**config.mk**
```make
export PLATFORM = sky130hd
export DESIGN_NAME = mcs_front
export DESIGN_NICKNAME = d
export VERILOG_FILES = /design/src/rtl/mcs_pkg.sv /design/src/rtl/mcs_front.sv
export SDC_FILE = /design/constraint.sdc
export NUM_CORES = 1
export LEC_CHECK = 0
export BUFFER_PORTS_ARGS = -buffer_cell sky130_fd_sc_hd__buf_4
export CORE_MARGIN = 2
export CORE_UTILIZATION = 44
export DETAILED_ROUTE_END_ITERATION = 7
export GPL_TIMING_DRIVEN = 0
export HOLD_SLACK_MARGIN = 0.03
export PLACE_DENSITY = 0.69
export SYNTH_ARGS = -nofsm -noshare
export SYNTH_HDL_FRONTEND = slang
export SYNTH_SLANG_ARGS = --single-unit
export TNS_END_PERCENT = 5
```
**constraint.sdc**
```tcl
create_clock -name clk -period 6.08 [get_ports clk]
set_clock_uncertainty 0.15 [all_clocks]
set_input_delay 0.304 -clock clk [delete_from_list [all_inputs] [get_ports clk]]
set_output_delay 0.304 -clock clk [all_outputs]
set_load 0.02 [all_outputs]
```
**src/rtl/mcs_pkg.sv**
```systemverilog
// shared types and constants for the markov chain sampler
package mcs_pkg;
  localparam int NUM_STATES   = 64;
  localparam int NUM_MATRICES = 16;
  localparam int STATE_W      = $clog2(NUM_STATES);
  localparam int MATRIX_W     = $clog2(NUM_MATRICES);
  localparam int ADDR_W       = MATRIX_W + 2 * STATE_W;
  localparam int CDF_W        = 33;
  localparam int UNI_W        = 32;
  localparam int GUIDE_W      = 2 * STATE_W;
  localparam int SEARCH_STEPS = STATE_W + 1;
  localparam int STEP_W       = $clog2(SEARCH_STEPS + 1);
  localparam int QUEUE_DEPTH  = 2;

  localparam logic [1:0] OP_SAMPLE = 2'd0;
  localparam logic [1:0] OP_GUIDE  = 2'd1;
  localparam logic [1:0] OP_CDF    = 2'd2;

  // command handed from the front part to the back part
  typedef struct packed {
    logic [1:0]          opcode;
    logic [MATRIX_W-1:0] matrix_index;
    logic [STATE_W-1:0]  from_state;
    logic [STATE_W-1:0]  column;
    logic [GUIDE_W-1:0]  guide;
    logic [CDF_W-1:0]    cdf_value;
    logic [UNI_W-1:0]    uniform_bits;
  } mcs_cmd_t;

  function automatic logic [ADDR_W-1:0] mcs_addr(logic [MATRIX_W-1:0] m,
                                                 logic [STATE_W-1:0] c,
                                                 logic [STATE_W-1:0] r);
    mcs_addr = {m, c, r};
  endfunction
endpackage

```
**src/rtl/mcs_front.sv**
```systemverilog
// front part: accepts items, drops unused opcodes, queues commands
module mcs_front import mcs_pkg::*; (
  input  logic                clk,
  input  logic                rst,
  input  logic                in_valid,
  output logic                in_stall,
  input  mcs_cmd_t            in_cmd,
  output logic                q_valid,
  input  logic                q_pop,
  output mcs_cmd_t            q_cmd
);
  localparam int PTR_W = $clog2(QUEUE_DEPTH);

  mcs_cmd_t           mem [QUEUE_DEPTH];
  logic [PTR_W-1:0]   wr_ptr;
  logic [PTR_W-1:0]   rd_ptr;
  logic [PTR_W:0]     count;
  logic               push;
  logic               take;

  assign in_stall = (count == (PTR_W+1)'(QUEUE_DEPTH));
  assign take     = in_valid && !in_stall;
  // unused opcode is consumed without entering the queue
  assign push     = take && (in_cmd.opcode inside {OP_SAMPLE, OP_GUIDE, OP_CDF});
  assign q_valid  = (count != '0);
  assign q_cmd    = mem[rd_ptr];

  always_ff @(posedge clk) begin
    if (push) mem[wr_ptr] <= in_cmd;
  end

  always_ff @(posedge clk) begin
    if (rst) begin
      wr_ptr <= '0;
      rd_ptr <= '0;
      count  <= '0;
    end else begin
      if (push) wr_ptr <= wr_ptr + 1'b1;
      if (q_pop && q_valid) rd_ptr <= rd_ptr + 1'b1;
      count <= count + (PTR_W+1)'(push) - (PTR_W+1)'(q_pop && q_valid);
    end
  end

  assert property (@(posedge clk) disable iff (rst)
    count <= (PTR_W+1)'(QUEUE_DEPTH)) else $error("queue overflow");
  assert property (@(posedge clk) disable iff (rst)
    (!q_valid) |-> !q_pop || !q_valid) else $error("pop from empty queue");
  assert property (@(posedge clk) disable iff (rst)
    (push && !(q_pop && q_valid)) |=> count == $past(count) + 1'b1)
    else $error("push lost");
endmodule

```
After elaboration in Yosys (flattened, before gate mapping)
Memories as Yosys holds them, arrays and structs flattened. A register that Yosys moved wholly into a read port is not among the register bits. Index checks and enable logic that the tools add are counted.

Add/subtract/negate cells: 4. Equality and inequality tests: 3. Multiplexer cells: 4. Reduce and logical (&&, ||, !) cells: 7.

Operators with widths (count): 2-bit == test, second input constant (2); 1-bit 2-to-1 mux (4); 1-bit logical AND (3); 3-bit nonzero test (1); 1-bit adder, second input constant (2); 2-bit by 1-bit adder with 2-bit output (1); 2-bit by 1-bit == test with 1-bit output, second input constant (1); 2-bit logical NOT (1); 2-bit nonzero test (1); 2-bit by 1-bit subtractor with 2-bit output (1); 1-bit logical NOT (1).

Bits in registers: 4. RAM bits: 190. Input port bits: 99. Word-level logic and storage cells: 22. Memories: 1.

Memory list: mem (words 2, bits a word 95, read ports 1, clocked after Yosys merged registers in 1, write ports 1, RTL line mcs_front.sv:14) `mcs_cmd_t mem [QUEUE_DEPTH];`.

Depth between registers and ports, before layout
Word-level depth: 6. Depth in mapped cells: 8.

Least setup slack after synthesis
No wires, ideal clock.

Path type: reg2reg. Start: register count[1]. End: memory mem[0][0] (netlist bit) (enable). Setup time: 0.549 ns. Arrival time: 4.603 ns. Data required time: 5.381 ns. Setup slack: 0.778 ns. Cell stages (with the launch flop): 4. Buffers on the path: 0. Path through: dfxtp_1 > nor2b_4 > nand3b_4 > nor2_1.

Longest elaborated chain between the ends: 6.

RTL lines: start: declaration (RTL line mcs_front.sv:17) `logic [PTR_W:0] count;`; start signal: assignment (RTL line mcs_front.sv:40) `count <= count + (PTR_W+1)'(push) - (PTR_W+1)'(q_pop && q_valid);`; 2-bit == test (RTL line mcs_front.sv:21) `assign in_stall = (count == (PTR_W+1)'(QUEUE_DEPTH));`; via in_stall (RTL line mcs_front.sv:6) `output logic in_stall,`; 1-bit logical NOT (RTL line mcs_front.sv:22) `assign take = in_valid && !in_stall;`; 1-bit logical AND (RTL line mcs_front.sv:22); 1-bit logical AND (RTL line mcs_front.sv:24) `assign push = take && (in_cmd.opcode inside {OP_SAMPLE, OP_GUIDE, OP_CDF});`; 1-bit 2-to-1 mux (RTL line mcs_front.sv:29) `if (push) mem[wr_ptr] <= in_cmd;`; 1-bit 2-to-1 mux (implied by the code) (RTL line mcs_front.sv:29); end: declaration (RTL line mcs_front.sv:14).

The timed path passes the listed nets, and every way through them passes these cells.

Final worst setup path
Start: input in_cmd[94] (netlist bit). End: memory mem[0][46] (netlist bit) (enable).

Longest elaborated chain between the ends: 5. Elaborated cells on any way between the ends: 7.

RTL lines: start: declaration (RTL line mcs_front.sv:7) `input mcs_cmd_t in_cmd,`; 2-bit by 1-bit == test with 1-bit output (tied with other cells) (RTL line mcs_front.sv:24); 3-bit nonzero test (*) (RTL line mcs_front.sv:24); 1-bit logical AND (*) (RTL line mcs_front.sv:24); 1-bit 2-to-1 mux (*) (RTL line mcs_front.sv:29); 1-bit 2-to-1 mux (implied by the code) (*) (RTL line mcs_front.sv:29).

Mark *: on every way between the ends. The rest lies on a longest branch, timed or not.

==> flow_metrics.py <==
metrics = {
    "run_status": {
        "outcome": "finished, final reports clean",
    },
    "place": {
        "gp_congestion": 0.717,
        "io_buffers": 195,
        "dp.cells": 744,
        "dp_hpwl_um": 9230,
        "place_area_mm2": 0.00921,
        "dp_slack_ns": 3.86,
    },
    "worst_setup_path": {
        "rr_startpoint": "count[1]$_SDFF_PP0_",
        "worst-path-max-fanout": 28,
        "critical_path.max_stage_delay_ns": 0.72,
        "crit_slowest_cell": "nor2_4",
        "worst-r2r-cell-count": 4,
        "startpoint_type": "input port",
        "reg2reg_to": "mem[0][46]$_DFFE_PP_",
        "ff2ff_setup_slack_ns": 3.90,
        "cp_top_family": "buffers and inverters",
        "critical_path.cell_chain": "dlygate4sd3_1 > buf_4 > nand2_1 > nand3b_4 > nor2_4 > buf_12",
        "path_buf_inv": 3,
        "critPathCaptureType": "register",
        "required_ns": 6.04,
        "cp.arrival_ns": 2.25,
        "crit_type": "input port to register",
    },
    "power": {
        "power_density_mw_per_mm2": 401,
        "ir_worst_vdd_uv": 226,
        "p_int_mw": 3.07,
        "switching_power_mw": 1.24,
        "power_frac_clock_pct": 25.6,
        "pwr-share-comb_pct": 34.5,
        "seqPwrFrac_pct": 39.9,
        "p_sw_share_pct": 28.7,
        "leakagePower_nw": 4.14,
    },
    "global_routing": {
        "grt_max_degree": 29,
        "grt_pass1_vias": 4529,
        "grt_pass1_wl_um": 22600,
        "grtUsageTotal_pct": 16.7,
        "overflow": 0,
        "antenna_found_initial": 0,
    },
    "cts": {
        "clk_latency_ns": 0.42,
        "clockBufferDepth": 2,
        "path_clk_slew_ns": 0.07,
        "cts_root_buffer": "clkbuf_16",
        "h-tree-depth": 4,
        "cts_buffers": 17,
        "cts_tree": "yes",
        "cts_resized": 0,
        "cts.sinks": 195,
    },
    "yosys": {
        "syn_area_mm2": 0.00732,
        "synth_top_family_by_area": "multiplexers",
        "synth_cells": 323,
        "synth_area_leaders": "edfxtp_1 (78%), mux2_4 (10%), mux2_2 (7.1%), dfxtp_1 (1.4%), buf_6 (0.92%)",
        "netlist-cell-type-count": 20,
        "yosysWarningCount": 0,
        "yosysTopAreaCell": "edfxtp_1",
        "synth-compound-area-share_pct": 0.103,
        "ys_seq_area_share_pct": 79.3,
        "async_flop_share_pct": 0,
        "ys_top_cells_by_count": "edfxtp_1 (190), mux2_4 (50), mux2_2 (46), nor2_1 (7), buf_6 (6)",
        "syn_area_per_cell_um2": 22.7,
        "synth_fa_ha_area_share_pct": 0.342,
        "yosys.area.top_type_share_pct": 77.9,
        "synth_edf_count": 190,
        "yosys.area_share.xor_xnor_pct": 0.239,
        "synth-seq-cells": 195,
        "synth_mux_area_share_pct": 17.3,
        "synthMostInstantiatedCell": "edfxtp_1",
        "synthSimpleGateAreaFrac_pct": 1.20,
        "ys.flop_type": "edfxtp_1",
        "synthesis.nets": 424,
    },
    "sta": {
        "fin_crit_ns": 2.29,
        "tns_ns": 0,
        "rsz0062_at_grt": "no",
        "worst_slew_margin_rel_pct": 39.3,
        "maxSlewViolCount": 0,
        "worstMarginPinSlew_ns": 0.908,
        "finalWorstSetupSlack_ns": 3.79,
        "post-route-period-util_pct": 37.6,
        "hold_viol": 0,
        "fmax_mhz": 437,
        "setup_violations": 0,
    },
    "final_layout": {
        "insertedDiodeCount": 0,
        "final_nets": 740,
        "fill_cells": 1142,
        "stdcell_count": 872,
        "final_cell_area_mm2": 0.0108,
        "synthToLayoutAreaGrowth_pct": 46.9,
        "drive_above_1_share_pct": 52.1,
        "post-route-util_pct": 65.5,
    },
    "floorplan": {
        "initial_core_util_pct": 44.6,
        "die_height_um": 133,
        "die_x_um": 133,
        "num_rows": 47,
        "core_mm2": 0.0164,
        "ios": 196,
        "dieArea_mm2": 0.0177,
    },
    "drt": {
        "drtIter0Drc": 160,
        "wl_per_cell_um": 16.5,
        "drc": 0,
        "route.final.wire_length_um": 14400,
        "dr_total_vias": 4038,
        "first_pass_iters": 4,
        "viasPerCell": 4.63,
        "antenna_left": 0,
    },
    "min_path": {
        "min_to": "wr_ptr$_SDFFE_PP0P_",
        "holdCritStartpoint": "in_valid",
        "min_path_cells": 3,
        "worstHoldPathType": "input port to register",
    },
    "run": {
        "cap_viol_max_count": 0,
    },
}
==> worst min-delay path, stage by stage <==
cell and delay (ns):
buf_4 0.12, nand3b_4 0.12, mux2_2 0.16
==> cells in the final DEF (no fill, tap or decap) <==
cell,count
and2_1,1
buf_12,4
buf_16,2
buf_2,4
buf_4,195
buf_6,6
buf_8,1
bufinv_16,3
clkbuf_1,5
clkbuf_16,17
clkinv_2,3
clkinvlp_4,3
dfxtp_1,5
dlygate4sd3_1,96
edfxtp_1,190
ha_1,2
inv_1,2
inv_6,1
mux2_2,46
mux2_4,50
nand2_1,1
nand3b_4,1
nor2_1,5
nor2_4,2
nor2b_1,1
nor2b_4,1
nor3_1,1
o21a_1,1
or2_2,1
xnor2_1,1
xor2_1,1
==> cell families (layout without fill, tap and decap cells) <==
kind of cell	after synthesis	in the layout
compound gates	1	1
xor+xnor	2	2
fa+ha+maj	2	2
buf+inv	13	342
flops	195	195
mux	96	96
simple gates	14	14
==> worst max path at each step <==
| stage | start | end | slack (ns) | cells after the start |
|---|---|---|---|---|
| after global routing | in_cmd[94] | mem[0][61]$_DFFE_PP_ | 3.67 | 6 |
| after global placement | count[1]$_SDFF_PP0_ | mem[0][43]$_DFFE_PP_ | -1.41 | 3 |
| after floorplan | count[1]$_SDFF_PP0_ | mem[0][0]$_DFFE_PP_ | 0.78 | 3 |
| final | in_cmd[94] | mem[0][46]$_DFFE_PP_ | 3.79 | 6 |
| after CTS | in_cmd[93] | mem[0][60]$_DFFE_PP_ | 3.79 | 6 |
| after detailed placement | count[1]$_SDFF_PP0_ | mem[0][16]$_DFFE_PP_ | 3.86 | 4 |
==> per-layer routing <==
layer	vias to the layer above	GRT usage [%]	part of all wire (%)
li1	1900	-	-
met1	1977	17.8	38
met2	140	30.5	54
met3	21	5.75	6.6
met4	0	6.51	1.6
met5	-	0	0
==> flip-flops by register name (all words and copies together), names as in the netlist, named ones only <==
name	flops
count	2
mem	190
rd_ptr	1
wr_ptr	1
==> area by class of cell <==
| cell class | instances | area (um^2) | area share (%) |
|---|---|---|---|
| plain buffers | 11 | 103 | 0.954 |
| clock buffers | 22 | 444 | 4.13 |
| clock inverters | 10 | 136 | 1.27 |
| inverters | 2 | 7.51 | 0.0698 |
| multi-input cells | 115 | 1420 | 13.2 |
| flip-flops and latches | 195 | 5810 | 54.0 |
| well taps | 220 | 275 | 2.56 |
| repair buffers | 297 | 2560 | 23.8 |
==> power groups by stage <==
stage          sequential (mW)  combinational [mW]  clock, mW
6_report                  1.72                1.49       1.10
5_1_grt                   1.73                1.58       1.18
4_1_cts                   1.72                1.50       1.12
3_5_place_dp              1.75                1.45          0
3_3_place_gp              1.78                1.39          0
2_1_floorplan             1.76               0.900          0
==> through the flow <==
step / power (mW) / hold WS (ns)
CTS: 4.35 / 0.139
global route: 4.49 / 0.161
finish: 4.31 / 0.163
detailed placement: 3.20 / 0.341
floorplan: 2.66 / 0.226
global placement: 3.17 / 0.339
==> what timing repair did <==
action	CTS	global route
hold endpoints to repair	194	0
hold buffers	96	0
buffers inserted	0	0
(Power assumes the default switching activity.)
